--- config.mk ---
export PLATFORM = sky130hd
export DESIGN_NAME = i2c_slave_frame_buffer
export DESIGN_NICKNAME = d
export VERILOG_FILES = /design/src/i2cfb_pkg.sv /design/src/i2cfb_ram.sv /design/src/i2c_slave_frame_buffer.sv
export SDC_FILE = /design/constraint.sdc
export NUM_CORES = 1
export LEC_CHECK = 0
export ABC_AREA = 1
export BUFFER_PORTS_ARGS = -buffer_cell sky130_fd_sc_hd__buf_2
export CORE_MARGIN = 2
export CORE_UTILIZATION = 59
export CTS_BUF_LIST = sky130_fd_sc_hd__clkbuf_8
export CTS_CLUSTER_SIZE = 16
export DETAILED_ROUTE_END_ITERATION = 10
export GPL_ROUTABILITY_DRIVEN = 1
export PLACE_DENSITY = 0.8
export SLEW_MARGIN = 20
export SYNTH_ARGS = -nofsm -noshare
export SYNTH_HDL_FRONTEND = slang
export SYNTH_HIERARCHICAL = 1
export SYNTH_SLANG_ARGS = --single-unit
--- constraint.sdc ---
create_clock -name clk_i -period 2.7 [get_ports clk_i]
set_input_delay 0.54 -clock clk_i [delete_from_list [all_inputs] [get_ports clk_i]]
set_output_delay 0.54 -clock clk_i [all_outputs]
set_load 0.03 [all_outputs]
--- src/i2cfb_pkg.sv ---
package i2cfb_pkg;

  // Event codes carried on the mode field of an input word.
  localparam logic [2:0] EV_WRITE_MATCH = 3'd0;
  localparam logic [2:0] EV_DATA        = 3'd1;
  localparam logic [2:0] EV_STOP        = 3'd2;
  localparam logic [2:0] EV_READ_MATCH  = 3'd3;
  localparam logic [2:0] EV_ACKED       = 3'd4;
  localparam logic [2:0] EV_READ_DONE   = 3'd5;
  localparam logic [2:0] EV_HOST_LOAD   = 3'd6;
  localparam logic [2:0] EV_HOST_POP    = 3'd7;

  // Fixed field widths and the size of the host send buffer.
  localparam int MODE_W     = 3;
  localparam int BYTE_W     = 8;
  localparam int HOST_IDX_W = 5;
  localparam int SEND_DEPTH = 32;
  localparam int SEND_IDX_W = 6;
  localparam int FLEN_W     = 6;

endpackage

--- src/i2cfb_ram.sv ---
// Simple dual-port RAM: one write port, one read port, registered read data.
module i2cfb_ram #(
  parameter int WIDTH = 8,
  parameter int DEPTH = 64
) (
  input  logic                     clk_i,
  input  logic                     we_i,
  input  logic [$clog2(DEPTH)-1:0] waddr_i,
  input  logic [WIDTH-1:0]         wdata_i,
  input  logic                     re_i,
  input  logic [$clog2(DEPTH)-1:0] raddr_i,
  output logic [WIDTH-1:0]         rdata_o
);

  logic [WIDTH-1:0] mem_q [DEPTH];
  logic [WIDTH-1:0] rdata_q;

  always_ff @(posedge clk_i) begin
    if (we_i) begin
      mem_q[waddr_i] <= wdata_i;
    end
    if (re_i) begin
      rdata_q <= mem_q[raddr_i];
    end
  end

  assign rdata_o = rdata_q;

endmodule

--- src/i2c_slave_frame_buffer.sv ---
// I2C slave frame buffer. Each input word is one decoded bus event or host
// operation (write match, data received, stop, read match, byte acknowledged,
// read done, host load, host pop). Received frames, address byte first, are
// kept in a two-slot ring held in one RAM of 2 x FRAME_BYTES bytes; the bytes
// the master reads come from a 32-byte send buffer RAM that the host loads and
// that reads as zero until written. Events that produce no output word (write
// match, data, stop, read done, host load, and events in the wrong phase) are
// taken in the idle state, which stays ready for the next event. A read match
// or an acknowledge reads the send buffer and then, once the output register
// is free, loads it from the send state. A host pop walks the pending frame
// byte by byte: each byte is read from the receive RAM in the pop read state
// and loaded into the output register in the pop wait state. A pop with no
// pending frame gives one word with frame_valid low. The output register lets
// a new event be taken while the last output word still waits for out_ready_i.
module i2c_slave_frame_buffer
  import i2cfb_pkg::*;
#(
  parameter int FRAME_BYTES = 32
) (
  input  logic                  clk_i,
  input  logic                  rst_ni,
  input  logic                  in_valid_i,
  output logic                  in_ready_o,
  input  logic [MODE_W-1:0]     mode_i,
  input  logic [BYTE_W-1:0]     data_byte_i,
  input  logic [HOST_IDX_W-1:0] host_index_i,
  output logic                  out_valid_o,
  input  logic                  out_ready_i,
  output logic [BYTE_W-1:0]     send_byte_o,
  output logic                  send_valid_o,
  output logic [BYTE_W-1:0]     frame_byte_o,
  output logic [FLEN_W-1:0]     frame_length_o,
  output logic                  frame_valid_o,
  output logic                  last_of_frame_o
);

  // Length and index width holds FRAME_BYTES itself; the receive RAM holds
  // both ring slots back to back.
  localparam int LEN_W   = $clog2(FRAME_BYTES + 1);
  localparam int RX_DEPTH = 2 * FRAME_BYTES;
  localparam int RX_AW   = $clog2(RX_DEPTH);
  localparam int SND_AW  = $clog2(SEND_DEPTH);

  // Bus phase.
  localparam logic [1:0] PH_IDLE = 2'd0;
  localparam logic [1:0] PH_RECV = 2'd1;
  localparam logic [1:0] PH_SEND = 2'd2;

  // Sequencer states.
  localparam logic [2:0] ST_IDLE     = 3'd0;
  localparam logic [2:0] ST_SEND     = 3'd1;
  localparam logic [2:0] ST_EMPTY    = 3'd2;
  localparam logic [2:0] ST_POP_RD   = 3'd3;
  localparam logic [2:0] ST_POP_WAIT = 3'd4;

  logic [2:0]            st_q, st_d;
  logic [1:0]            phase_q, phase_d;
  logic                  fill_slot_q, fill_slot_d;
  logic                  read_slot_q, read_slot_d;
  logic [LEN_W-1:0]      rx_idx_q, rx_idx_d;
  logic [SEND_IDX_W-1:0] snd_idx_q, snd_idx_d;
  logic [SEND_DEPTH-1:0] snd_vld_q, snd_vld_d;
  logic                  rd_vld_q, rd_vld_d;
  logic [LEN_W-1:0]      slot_len_q [2];
  logic                  len_we;
  logic [LEN_W-1:0]      pop_idx_q, pop_idx_d;
  logic [LEN_W-1:0]      pop_len_q, pop_len_d;

  logic                  in_acc;
  logic                  out_free;
  logic                  out_load;

  // Receive RAM ports.
  logic                  rx_we;
  logic [RX_AW-1:0]      rx_waddr;
  logic                  rx_re;
  logic [RX_AW-1:0]      rx_raddr;
  logic [BYTE_W-1:0]     rx_rdata;

  // Send RAM ports.
  logic                  snd_we;
  logic                  snd_re;
  logic [SND_AW-1:0]     snd_raddr;
  logic [BYTE_W-1:0]     snd_rdata;

  // Output register.
  logic                  out_valid_q;
  logic [BYTE_W-1:0]     send_byte_q, send_byte_d;
  logic                  send_valid_q, send_valid_d;
  logic [BYTE_W-1:0]     frame_byte_q, frame_byte_d;
  logic [FLEN_W-1:0]     frame_length_q, frame_length_d;
  logic                  frame_valid_q, frame_valid_d;
  logic                  last_q, last_d;

  // Byte address of position idx within a ring slot.
  function automatic logic [RX_AW-1:0] rx_addr(input logic slot, input logic [LEN_W-1:0] idx);
    logic [RX_AW-1:0] base;
    base = slot ? RX_AW'(FRAME_BYTES) : '0;
    return base + RX_AW'(idx);
  endfunction

  assign in_ready_o = (st_q == ST_IDLE);
  assign in_acc     = in_valid_i && in_ready_o;
  assign out_free   = !out_valid_q || out_ready_i;

  i2cfb_ram #(
    .WIDTH (BYTE_W),
    .DEPTH (RX_DEPTH)
  ) u_rx_ram (
    .clk_i   (clk_i),
    .we_i    (rx_we),
    .waddr_i (rx_waddr),
    .wdata_i (data_byte_i),
    .re_i    (rx_re),
    .raddr_i (rx_raddr),
    .rdata_o (rx_rdata)
  );

  i2cfb_ram #(
    .WIDTH (BYTE_W),
    .DEPTH (SEND_DEPTH)
  ) u_snd_ram (
    .clk_i   (clk_i),
    .we_i    (snd_we),
    .waddr_i (host_index_i),
    .wdata_i (data_byte_i),
    .re_i    (snd_re),
    .raddr_i (snd_raddr),
    .rdata_o (snd_rdata)
  );

  always_comb begin
    st_d        = st_q;
    phase_d     = phase_q;
    fill_slot_d = fill_slot_q;
    read_slot_d = read_slot_q;
    rx_idx_d    = rx_idx_q;
    snd_idx_d   = snd_idx_q;
    snd_vld_d   = snd_vld_q;
    rd_vld_d    = rd_vld_q;
    pop_idx_d   = pop_idx_q;
    pop_len_d   = pop_len_q;
    len_we      = 1'b0;
    rx_we       = 1'b0;
    rx_waddr    = rx_addr(fill_slot_q, rx_idx_q);
    rx_re       = 1'b0;
    rx_raddr    = rx_addr(read_slot_q, pop_idx_q);
    snd_we      = 1'b0;
    snd_re      = 1'b0;
    snd_raddr   = snd_idx_q[SND_AW-1:0];
    out_load    = 1'b0;

    send_byte_d    = '0;
    send_valid_d   = 1'b0;
    frame_byte_d   = '0;
    frame_length_d = '0;
    frame_valid_d  = 1'b0;
    last_d         = 1'b0;

    unique case (st_q)
      ST_IDLE: begin
        if (in_acc) begin
          unique case (mode_i)
            EV_WRITE_MATCH: begin
              if (phase_q == PH_IDLE) begin
                rx_we    = 1'b1;
                rx_waddr = rx_addr(fill_slot_q, '0);
                rx_idx_d = LEN_W'(1);
                phase_d  = PH_RECV;
              end
            end
            EV_DATA: begin
              // Bytes past the slot capacity are dropped.
              if (phase_q == PH_RECV && rx_idx_q < LEN_W'(FRAME_BYTES)) begin
                rx_we    = 1'b1;
                rx_idx_d = rx_idx_q + LEN_W'(1);
              end
            end
            EV_STOP: begin
              if (phase_q == PH_RECV) begin
                len_we   = 1'b1;
                rx_idx_d = LEN_W'(1);
                phase_d  = PH_IDLE;
                // With a frame already pending the ring is full, and the
                // next frame overwrites the filling slot.
                if (!fill_slot_q != read_slot_q) begin
                  fill_slot_d = !fill_slot_q;
                end
              end
            end
            EV_READ_MATCH: begin
              if (phase_q == PH_IDLE) begin
                phase_d   = PH_SEND;
                snd_idx_d = SEND_IDX_W'(1);
                snd_re    = 1'b1;
                snd_raddr = '0;
                rd_vld_d  = snd_vld_q[0];
                st_d      = ST_SEND;
              end
            end
            EV_ACKED: begin
              if (phase_q == PH_SEND) begin
                snd_re    = 1'b1;
                rd_vld_d  = snd_vld_q[snd_idx_q[SND_AW-1:0]];
                snd_idx_d = snd_idx_q + SEND_IDX_W'(1);
                st_d      = ST_SEND;
              end
            end
            EV_READ_DONE: begin
              if (phase_q == PH_SEND) begin
                phase_d   = PH_IDLE;
                snd_idx_d = SEND_IDX_W'(1);
              end
            end
            EV_HOST_LOAD: begin
              snd_we                  = 1'b1;
              snd_vld_d[host_index_i] = 1'b1;
            end
            EV_HOST_POP: begin
              if (fill_slot_q == read_slot_q) begin
                st_d = ST_EMPTY;
              end else begin
                pop_len_d = slot_len_q[read_slot_q];
                pop_idx_d = '0;
                st_d      = ST_POP_RD;
              end
            end
            default: begin
            end
          endcase
        end
      end
      ST_SEND: begin
        if (out_free) begin
          out_load     = 1'b1;
          send_byte_d  = rd_vld_q ? snd_rdata : '0;
          send_valid_d = 1'b1;
          st_d         = ST_IDLE;
        end
      end
      ST_EMPTY: begin
        if (out_free) begin
          out_load = 1'b1;
          last_d   = 1'b1;
          st_d     = ST_IDLE;
        end
      end
      ST_POP_RD: begin
        rx_re = 1'b1;
        st_d  = ST_POP_WAIT;
      end
      ST_POP_WAIT: begin
        if (out_free) begin
          out_load       = 1'b1;
          frame_byte_d   = rx_rdata;
          frame_length_d = FLEN_W'(pop_len_q);
          frame_valid_d  = 1'b1;
          if (pop_idx_q + LEN_W'(1) == pop_len_q) begin
            last_d      = 1'b1;
            read_slot_d = !read_slot_q;
            st_d        = ST_IDLE;
          end else begin
            pop_idx_d = pop_idx_q + LEN_W'(1);
            st_d      = ST_POP_RD;
          end
        end
      end
      default: begin
        st_d = ST_IDLE;
      end
    endcase
  end

  always_ff @(posedge clk_i or negedge rst_ni) begin
    if (!rst_ni) begin
      st_q        <= ST_IDLE;
      phase_q     <= PH_IDLE;
      fill_slot_q <= 1'b0;
      read_slot_q <= 1'b0;
      rx_idx_q    <= LEN_W'(1);
      snd_idx_q   <= SEND_IDX_W'(1);
      snd_vld_q   <= '0;
      rd_vld_q    <= 1'b0;
      pop_idx_q   <= '0;
      pop_len_q   <= '0;
      out_valid_q <= 1'b0;
    end else begin
      st_q        <= st_d;
      phase_q     <= phase_d;
      fill_slot_q <= fill_slot_d;
      read_slot_q <= read_slot_d;
      rx_idx_q    <= rx_idx_d;
      snd_idx_q   <= snd_idx_d;
      snd_vld_q   <= snd_vld_d;
      rd_vld_q    <= rd_vld_d;
      pop_idx_q   <= pop_idx_d;
      pop_len_q   <= pop_len_d;
      if (out_load) begin
        out_valid_q <= 1'b1;
      end else if (out_ready_i) begin
        out_valid_q <= 1'b0;
      end
    end
  end

  // Slot lengths and the output payload need no reset.
  always_ff @(posedge clk_i) begin
    if (len_we) begin
      slot_len_q[fill_slot_q] <= rx_idx_q;
    end
    if (out_load) begin
      send_byte_q    <= send_byte_d;
      send_valid_q   <= send_valid_d;
      frame_byte_q   <= frame_byte_d;
      frame_length_q <= frame_length_d;
      frame_valid_q  <= frame_valid_d;
      last_q         <= last_d;
    end
  end

  assign out_valid_o     = out_valid_q;
  assign send_byte_o     = send_byte_q;
  assign send_valid_o    = send_valid_q;
  assign frame_byte_o    = frame_byte_q;
  assign frame_length_o  = frame_length_q;
  assign frame_valid_o   = frame_valid_q;
  assign last_of_frame_o = last_q;

  // The receive index stays between one and FRAME_BYTES, never at position zero.
  assert property (@(posedge clk_i) disable iff (!rst_ni)
    rx_idx_q != '0 && rx_idx_q <= LEN_W'(FRAME_BYTES))
    else $error("receive index out of range");

  // A pop walk stays inside the committed frame length.
  assert property (@(posedge clk_i) disable iff (!rst_ni)
    (st_q == ST_POP_RD || st_q == ST_POP_WAIT) |-> pop_idx_q < pop_len_q)
    else $error("pop index past frame length");

  // A send word never carries frame fields.
  assert property (@(posedge clk_i) disable iff (!rst_ni)
    out_valid_o && send_valid_o |-> !frame_valid_o && !last_of_frame_o)
    else $error("send word carries frame fields");

  // A finished pop advances the read slot by one.
  assert property (@(posedge clk_i) disable iff (!rst_ni)
    st_q == ST_POP_WAIT && out_load && last_d |=> read_slot_q != $past(read_slot_q))
    else $error("read slot did not advance after pop");

endmodule

==> Word-level counts from Yosys, hierarchy flattened <==
Memory sizes are Yosys's and may differ from the RTL's. A register that Yosys moved wholly into a read port is not among the register bits.
Cells that the tools add are included.
{ "op_classes": {"n_mux": 74, "n_reduce_logical": 31, "n_mul": 0, "n_lt_le_gt_ge": 4, "add_sub_neg": 5, "n_bitwise": 2, "div_mod_pow": 0, "eq_ne": 31, "n_shift": 0} }
{ "ops": {"columns": ["op", "n"], "rows": [
  ["two-way mux 6 bit", 16],
  ["one-hot mux 6 bit (3 select lines)", 2],
  ["two-way mux 1 bit", 32],
  ["bitwise OR 32 bit", 1],
  ["AND reduction 6 bit", 4],
  ["two-way mux 5 bit", 4],
  ["adder 6 x 1 -> 6 bit (second input constant)", 3],
  ["!= test 2 bit (second input constant)", 9],
  ["== test 3 bit (second input constant)", 5],
  ["two-way mux 3 bit", 5],
  ["adder 6 bit", 2],
  ["== test 3 x 2 -> 1 bit (second input constant)", 4],
  ["< comparator 5 x 6 -> 1 bit (second input constant)", 2],
  ["one-hot mux 3 bit (4 select lines)", 1],
  ["one-hot mux 6 bit (2 select lines)", 1],
  ["two-way mux 2 bit", 5],
  ["AND reduction 5 bit", 2],
  ["one-hot mux 3 bit (3 select lines)", 1],
  ["AND reduction 3 bit", 3],
  ["one-hot mux 1 bit (2 select lines)", 4],
  ["one-hot mux 2 bit (4 select lines)", 1],
  ["AND reduction 7 bit", 1],
  ["== test 3 x 1 -> 1 bit (second input constant)", 2],
  ["== test 6 bit", 1],
  ["24 further kinds", 36]
]} }
{ "word_totals": {"memories": 3, "ramBits": 780, "output_inout_bits": 27, "register_bits": 84, "latchBits": 0, "romBits": 0} }
{ "mem_list": {"columns": ["name", "depth", "word_bits", "rd", "rd_ports_with_merged_regs", "write_ports", "line_no", "rtl"], "rows": [
  ["u_rx_ram.mem_q", 64, 8, 1, 1, 1, "i2cfb_ram.sv:15", "logic [WIDTH-1:0] mem_q [DEPTH];"],
  ["u_snd_ram.mem_q", 32, 8, 1, 1, 1, "i2cfb_ram.sv:15", null],
  ["slot_len_q", 2, 6, 1, 1, 1, "i2c_slave_frame_buffer.sv:64", "logic [LEN_W-1:0] slot_len_q [2];"]
]} }

==> Longest topological paths before layout <==
Gate-level depths: netlist of the first run.
{ "depth": {"word_depth": 8, "mapped_depth": 17, "ltp_nobuf": 15} }

==> Cells and area by module <==
Netlist of the first run, hierarchy kept.
{ "modules_own_cells": {"columns": ["module", "cells_per_inst", "n_inst", "area_each_um2"], "rows": [
  ["i2cfb_ram (u_rx_ram)", 1822, 1, 21371.7],
  ["i2cfb_ram (u_snd_ram)", 922, 1, 10866.7],
  ["i2c_slave_frame_buffer", 547, 1, 4848.4]
]} }

==> Least setup slack after synthesis of the first run <==
No wires, ideal clock.
{ "synth_timing": {"path_type": "register to register", "from": "register st_q[0]", "to": "memory u_rx_ram.mem_q[61][0] (enable)", "path_stages_with_launch": 12, "arrival_time_ns": 2.483, "synth_period_minus_slack_ns": 2.866, "path_buffers": 0, "required_ns": 2.317, "setup_ns": 0.383, "setup_slack_ns": -0.166, "path_cell_list": "dfrtp_1 nor2_1 inv_2 nor2_4 nand2_2 nor2_1 nor2_1 xor2_1 nand2_1 inv_1 nand2_1 nor3_1"} }
{ "synth_between": {"word_cells_on_any_way": 8} }
{ "synth_lines": {"columns": ["item", "line_no", "rtl"], "rows": [
  ["start: declaration", "i2c_slave_frame_buffer.sv:56", "logic [2:0] st_q, st_d;"],
  ["start signal: assignment", "i2c_slave_frame_buffer.sv:288", "st_q <= st_d;"],
  ["logical NOT 3 bit *", "i2c_slave_frame_buffer.sv:102", "assign in_ready_o = (st_q == ST_IDLE);"],
  ["via in_ready_o", "i2c_slave_frame_buffer.sv:23", "output logic in_ready_o,"],
  ["logical AND 1 bit", "i2c_slave_frame_buffer.sv:103", "assign in_acc = in_valid_i && in_ready_o;"],
  ["two-way mux 6 bit", "i2c_slave_frame_buffer.sv:162", "if (in_acc) begin"],
  ["two-way mux 6 bit *", "i2c_slave_frame_buffer.sv:160", "unique case (st_q)"],
  ["via rx_waddr[5]", "i2c_slave_frame_buffer.sv:75", "logic [RX_AW-1:0] rx_waddr;"],
  ["end: declaration", "i2cfb_ram.sv:15", null]
]} }
Mark *: on every way through the listed nets, which the timed path passes. The rest lies on a longest branch.

==> Worst setup path in the final report of the first run <==
{ "layout_timing": {"from": "register st_q[0]", "to": "register u_snd_ram.rdata_q[0] (netlist: u_snd_ram/rdata_o[0]), read port of u_snd_ram.mem_q, data pin"} }
{ "layout_between": {"elab_chain_len": 4, "word_cells_on_any_way": 6} }
{ "layout_lines": {"columns": ["item", "line_no", "rtl"], "rows": [
  ["logical NOT 3 bit *", "i2c_slave_frame_buffer.sv:102, i2c_slave_frame_buffer.sv:160", null],
  ["logical AND 1 bit", "i2c_slave_frame_buffer.sv:103", null],
  ["two-way mux 5 bit", "i2c_slave_frame_buffer.sv:162", null],
  ["two-way mux 5 bit *", "i2c_slave_frame_buffer.sv:160", null],
  ["via snd_raddr[0]", "i2c_slave_frame_buffer.sv:83", "logic [SND_AW-1:0] snd_raddr;"],
  ["end: declaration", "i2cfb_ram.sv:16", "logic [WIDTH-1:0] rdata_q;"]
]} }
Marked as above.
A chain may end at the register's enable or synchronous reset.

==> metrics.md, run 1 <==
| Metric | Value |
|---|---|
| Final max-slew violation count | 0 |
| Min Tclk post-route | 2550 ps |
| Psw | between 10000 and 15000 uW |
| Final design instance area without fill | approximately 42000 um^2 |
| Final net count | 3549 |
| Flop pwr share | 0.458 |
| Via density | 5.81 |
| Yosys reg bits | roughly 890 |
| Synth async-reset ratio | 0.0723 |
| CTS Buf Count | 138 |
| DIE WIDTH | 255 um |
| Largest net degree at the start of global routing | 67 |
| Syn_nets | 3314 |
| Max-cap viol count | 0 |
| Power per cell area | 819 nW/um^2 |
| CP max stage delay | 390 ps |
| Top_reg_cell synth | edfxtp_1 |
| CP Capture Point | u_snd_ram/rdata_o[0] |
| Total power | about 34000 uW |
| Final setup fails | 0 |
| Gr ovfl total | 0 |
| Core box area | about 62000 um^2 |
| Crit-path slowest cell | dfrtp_1 |
| RSZ-0062 raised after global routing | false |
| Switching Share | 0.325 |
| Worst Path Max Fanout | 17 |
| Worst R2R Start | st_q[0] |
| Syn Area/Cell | 11.3 um^2 |
| Drt total wl | approximately 90000 um |
| WS Path Type | register to register |
| Leakage power | roughly 0.016 uW |
| Tightest Pin Transition | 1100 ps |
| H-tree depth | 4 |
| Clk_lat worst skew | 790 ps |
| Most frequent cells in the layout | nand2_1 (1138), edfxtp_1 (821), nand3_1 (705) |
| Status | complete, no violations |
| Internal Power | ~23000 uW |
| First-pass GRT wire length | 137000 um |
| Setup TNS | 0 ps |
| Clk pwr share | 0.296 |
| Sink Count | 885 |
| Combinational power share | 0.246 |
| Worst path most repeated cell | nand2_1 |
| Crit share post-route | 0.944 |
| Worst R2R Setup Slack | 150 ps |
| CTS tree | built |
| # DRC | 0 |
| Netlist cell types | 37 |
| Final count of hold timing violations | 0 |
| Req. time, crit path | 3250 ps |
| Global Route Usage Sum | 0.280 |
| Wire per inst | 20.2 um |
| DP Area | 39300 um^2 |
| Post-Synthesis Cells | roughly 3300 |
| Die H | 255 um |
| Initial DRC count | 3267 |
| Antenna violation net count after detailed routing | 0 |
| Maximum buffer depth of the clock tree | 3 |
| Reg-to-reg endpoint | u_snd_ram/rdata_o[0] |
| Critical Path Source Type | register |
| Most common cell after layout, fill and taps aside | nand2_1 |
| IO Port Bufs | 46 |
| Setup crit start | st_q[0] |
| HP Class | input port to register |
| Area added between synthesis and finish | 13.5% |
| Vias in the first global route | 25200 |
| Yosys warnings | 6 |
| Slew Limit Headroom | 0.264 |
| Initial Util | 0.599 |
| Critical-path cell list | nor2_2, inv_2, nor2_4, nand2_2, buf_4, nor3_2, buf_4, nor2_4, buf_6, buf_4, nand2_1, nand3_1, nand3_1, nand2_1, nand2_1, nand2_1, nand2_1, nand2_1 |
| Clk_skew | 20.8 ps |
| CP Data Arrival Time | a little over 3000 ps |
| Clock tree root driver cell | clkbuf_8 |
| Worst Setup End Kind | register |
| Placer congestion estimate | 0.894 |
| Die ar. | 64900 um^2 |
| Sequential element share of the synthesized area | 0.708 |
| Worst reg2reg path depth | 18 |
| Rows | 91 |
| Max Freq | 392 MHz |
| # IOs | 47 |
| Synth Cell Area | roughly 37000 um^2 |
| Peak VDD IR | 731 uV |
| Hpwl dp | 55500 um |
| Hold slack | 132 ps |
| Clk slew on worst S/H paths | 60 ps |
| Count of flip-flops with a built-in enable after synthesis | 821 |
| Vias | 26000 |
| First-pass iteration count of the detailed router | 6 |
| Initial antenna violation count | 2 |
| Share of layout cells above drive strength 1 | 0.141 |
==> cells by family after synthesis <==
group,Yosys count,synth area share
compound gates,69,0.0123
xor+xnor,7,0.00165
fa+ha+maj,3,0.00101
buf+inv,275,0.0420
flops,885,0.708
mux,6,0.00162
simple gates,2046,0.233
==> layer usage <==
layer,share of wire,track usage,vias up,wire [um]
met5,0.00012,0,-,11
met2,0.49,0.462,1629,44100
li1,-,-,11900,-
met1,0.37,0.370,12200,33700
met3,0.10,0.0503,231,9220
met4,0.035,0.119,2,3120
==> worst min-delay path by stage <==
stage | slack, ps | endpoint | from | depth (start not counted)
floorplan | 240 | fill_slot_q | rst_ni | 0
global placement | 460 | snd_vld_q[5] | snd_vld_q[5] | 1
finish | 130 | st_q[0] | out_ready_i | 4
detailed placement | 460 | snd_vld_q[23] | snd_vld_q[23] | 1
global route | 110 | u_snd_ram/mem_q[13][0] | data_byte_i[0] | 1
CTS | 80 | u_snd_ram/mem_q[15][0] | data_byte_i[0] | 1
==> power groups by stage <==
stage	Clock [uW]	Sequential (uW)	Combinational, uW
floorplan	0	16400	5310
global placement	0	16000	7760
detailed placement	0	16100	7950
CTS	10300	15800	8020
global route	10900	15800	9260
finish	10200	15800	8500
==> repair_timing <==
item,CTS,global route
resized for setup,33,22
pin swaps,0,1
endpoints found under the setup margin,424,509
endpoints found under the hold margin,18,0
setup buffers,0,2
cloned,0,4
hold buffers,1,0
==> critical path: cells and delay by family (launching register included) <==
family	cells	cell delay, ps
buffers and inverters	5	780
AND/OR/NAND/NOR	13	1120
flip-flops	1	390
==> cells in the mapped netlist (5+ instances only) <==
cell type	count	area [um^2]
buf_6	48	541
inv_1	97	364
buf_4	13	97.6
nand4_1	6	37.5
nand2_1	1138	4270
inv_2	5	18.8
nor3_1	21	105
a21oi_1	9	45.0
nand3_1	707	3540
buf_2	72	360
edfxtp_1	821	24700
xor2_1	6	52.6
buf_1	15	56.3
clkbuf_1	20	75.1
nor2_1	164	616
dfrtp_1	62	1550
o21bai_1	32	240
o21ai_0	20	100
mux2i_1	6	60.1
==> stage by stage <==
stage,setup WS [ps],instances,utilization
3_3_place_gp,-544,4216,0.635
6_report,151,4464,0.680
2_1_floorplan,-166,3291,-
3_5_place_dp,-666,4216,0.635
4_1_cts,4.04,4457,0.676
5_1_grt,1.95,4464,0.680
==> final cells by class <==
| type | count | area [um^2] |
|---|---|---|
| fill | 4277 | 19800 |
| sequential | 885 | 26300 |
| timing repair buffer | 265 | 2440 |
| multi-input combinational | 2131 | 9470 |
| inverter | 105 | 404 |
| antenna | 1 | 2.50 |
| tap | 837 | 1050 |
| clock inverter | 95 | 465 |
| clock buffer | 145 | 2000 |
==> flip-flops by register name (all words and copies together) (netlist names), 2 cells and up <==
signal	count
slot_len_q	12
snd_idx_q	5
send_byte_o	8
pop_idx_q	6
frame_byte_o	8
u_snd_ram/rdata_o	8
u_snd_ram/mem_q	256
frame_length_o	6
u_rx_ram/mem_q	512
snd_vld_q	32
phase_q	2
u_rx_ram/rdata_o	8
rx_idx_q	6
pop_len_q	6
st_q	3
Note: power is estimated with default switching activity, not from simulation.
==> run 2: changes to the inputs <==
- ABC_AREA: 1 -> default
==> metrics.md, run 2 <==
| Metric | Value |
|---|---|
| Core box area | 59000 um^2 (-4.7%) |
| Initial antenna violation count | 1 (-1) |
| # IOs | 47 (unchanged) |
| # DRC | 0 (unchanged) |
| CTS tree | built |
| Worst R2R Start | st_q[2] |
| Fin worst setup slack | -353 ps (-504 ps) |
| Clk slew on worst S/H paths | 70 ps (about the same) |
| Worst Setup End Kind | register |
| Post-Layout Cell Count | 2998 (-33%) |
| Status | finished with violations |
| Synth async-reset ratio | 0.0723 (unchanged) |
| Min Tclk post-route | 3050 ps (+504 ps) |
| H-tree depth | 4 (unchanged) |
| Initial Util | 0.596 (-0.00253) |
| Leakage power | 0.0138 uW (-14%) |
| Worst reg2reg path depth | 8 (-10) |
| Syn Area/Cell | 19.5 um^2 (+73%) |
| Hpwl dp | 52000 um (-6.2%) |
| Setup crit start | st_q[2] |
| Synth Cell Area | 35200 um^2 (-5.1%) |
| Critical Path Source Type | register |
| Power per cell area | 727 nW/um^2 (-11%) |
| Largest regs | u_rx_ram/mem_q x512, u_snd_ram/mem_q x256, snd_vld_q x32 |
| Largest net degree at the start of global routing | 97 (+45%) |
| Wire per inst | 26.8 um (+33%) |
| Clock tree root driver cell | clkbuf_8 |
| Syn_nets | 1824 (-45%) |
| Inst Count DP | 2748 (-35%) |
| Most frequent cell after synthesis | edfxtp_1 |
| WS Path Type | register to register |
| Vias in the first global route | 19400 (-23%) |
| Req. time, crit path | 3230 ps (-20 ps) |
| Max FFs per register | 512 (unchanged) |
| Gr ovfl total | 0 (unchanged) |
| Most frequent cells in the layout | edfxtp_1 (821), mux4_2 (212), buf_4 (158) |
| Top_reg_cell synth | edfxtp_1 |
| Hold Path Depth | 3 (-1) |
| Fillers | 3305 (-23%) |
| Share of layout cells above drive strength 1 | 0.354 (+0.213) |
| First-pass iteration count of the detailed router | 6 (unchanged) |
| Sequential element share of the synthesized area | 0.746 (+0.0382) |
| Max Freq | 328 MHz (-17%) |
| Tightest Pin Transition | 895 ps (-208 ps) |
| DP Area | 38500 um^2 (-2.1%) |
| Count of flip-flops with a built-in enable after synthesis | 821 (unchanged) |
| DIE WIDTH | 248 um (-2.6%) |
| Maximum buffer depth of the clock tree | 3 (unchanged) |
| Global Route Usage Sum | 0.270 (-0.0109) |
| Slew Limit Headroom | 0.402 (+0.138) |
| Final net count | 2148 (-39%) |
| Commonest cells in the synthesized netlist | edfxtp_1 (821), mux4_2 (212), nor2_1 (145) |
| Yosys top cell by area | edfxtp_1 |
| Hold Startpoint | out_ready_i |
| Share of the synthesized area in the top cell type | 0.701 (+0.0359) |
| Crit share post-route | 1.13 (+0.187) |
| Final setup fails | 306 (+306) |
| Top reg by flops | u_rx_ram/mem_q |
| Vias | 19100 (-26%) |
| IO Port Bufs | 46 (unchanged) |
| Antenna violation net count after detailed routing | 0 (unchanged) |
| CP Data Arrival Time | 3580 ps (+480 ps) |
| Final max-slew violation count | 0 (unchanged) |
| Drt total wl | 80400 um (-11%) |
| Top area cells in the synthesized netlist | edfxtp_1 (70%), mux4_2 (14%), dfrtp_1 (4.4%) |
| Placer congestion estimate | 0.899 (+0.60%) |
| CTS Buf Count | 136 (-1.4%) |
| Via density | 6.36 (+9.5%) |
| Yosys reg bits | 885 (unchanged) |
| Die ar. | 61600 um^2 (-5.0%) |
| Die H | 248 um (-2.6%) |
| Yosys warnings | 6 (unchanged) |
| Peak VDD IR | 577 uV (-21%) |
| Sink Count | 885 (unchanged) |
| Clk_skew | 35.7 ps (+14.9 ps) |
| Multi-input logic area | 8930 um^2 (-5.8%) |
| Worst Path Max Fanout | 10 (-7) |
| First-pass GRT wire length | 120000 um (-12%) |
| Most common cell after layout, fill and taps aside | edfxtp_1 |
| Failing checks | setup timing |
| FF+latch area | 26300 um^2 (unchanged) |
| Netlist cell types | 68 (+84%) |
| Max-cap viol count | 0 (unchanged) |
| Final design instance area without fill | 41600 um^2 (-1.2%) |
| Final count of hold timing violations | 0 (unchanged) |
| Post-Synthesis Cells | 1801 (-45%) |
| HP Class | input port to register |
| Clk_lat worst skew | 790 ps (about the same) |
| Area added between synthesis and finish | 18.1% |
| Initial DRC count | 2431 (-26%) |
| RSZ-0062 raised after global routing | true |
| Rows | 89 (-2.2%) |
-- run 2: changes by cell type after synthesis, sizes merged, moves of 24 or more --
cell    delta
nand2   -1094
a21o      +24
nand3    -670
inv       -89
mux4     +212
buf       -94
mux2i     +24
nor2b     +26
o21bai    -29
-- run 2: layout make-up --
class | instances | share of cell area
multi-input cells | 805 | 0.215
clock inverters | 97 | 0.0140
well taps | 773 | 0.0233
repair buffers | 281 | 0.0682
flip-flops and latches | 885 | 0.632
clock buffers | 140 | 0.0464
inverters | 16 | 0.00144
diodes | 1 | 0.0000602
-- run 2: power breakdown --
part,switching (uW),internal [uW],total [uW]
clock,4970,5390,10400
sequential,189,15200,15400
combinational,2270,2200,4470
-- run 2: what timing repair did --
item	4_1_cts	5_1_grt
buffers inserted	7	4
pin swaps	17	20
gates cloned	0	1
gates resized for setup	13	87
endpoints found under the setup margin	428	518
hold buffers	1	0
endpoints found under the hold margin	45	0
-- run 2: through the flow --
step	TNS, ps	hold WS (ps)	setup WS [ps]	total power (uW)	util
global route	-75670	140	-385	31200	0.704
detailed placement	-93590	443	-599	20000	0.652
floorplan	-3990	244	-330	18600	-
CTS	-5100	70.1	-326	30300	0.698
global placement	-54560	432	-512	19800	0.652
finish	-26810	125	-353	30200	0.704
-- run 2: final timing paths --
kind                                         to  slack, ps
setup / recovery           u_snd_ram/rdata_o[0]       -350
hold / removal                          st_q[2]        130
setup reg to reg           u_snd_ram/rdata_o[0]       -350
hold reg to reg                   snd_vld_q[22]        460
max in group asynchronous          snd_idx_q[0]       1930
min in group asynchronous         snd_vld_q[27]        200
-- run 2: cell families (layout without fill, tap and decap cells) --
group,count (synthesis),in the layout,synth area share
buffers and inverters,111,534,0.0162
multiplexers,251,251,0.147
AND/OR/NAND/NOR,375,375,0.0536
flip-flops,885,885,0.746
other,0,1,0
AO/OA/AOI/OAI,163,163,0.0326
XOR/XNOR,13,13,0.00324
adder cells (fa/ha/maj),3,3,0.00107
-- run 2: layer usage --
layer / vias up / routed length [um] / track usage
li1: 8015 / - / -
met1: 9786 / 30700 / 0.362
met2: 1076 / 40300 / 0.435
met3: 203 / 6190 / 0.0450
met4: 0 / 3220 / 0.133
met5: - / 0 / 0
-- run 2: critical path: stages, from the launching register on --
cell and delay, ps:
dfrtp_1 380, or4b_4 570, nor2_4 110, and2_4 170, nor2b_4 90, buf_12 170, mux4_2 440, mux4_2 560
mux2_4 300
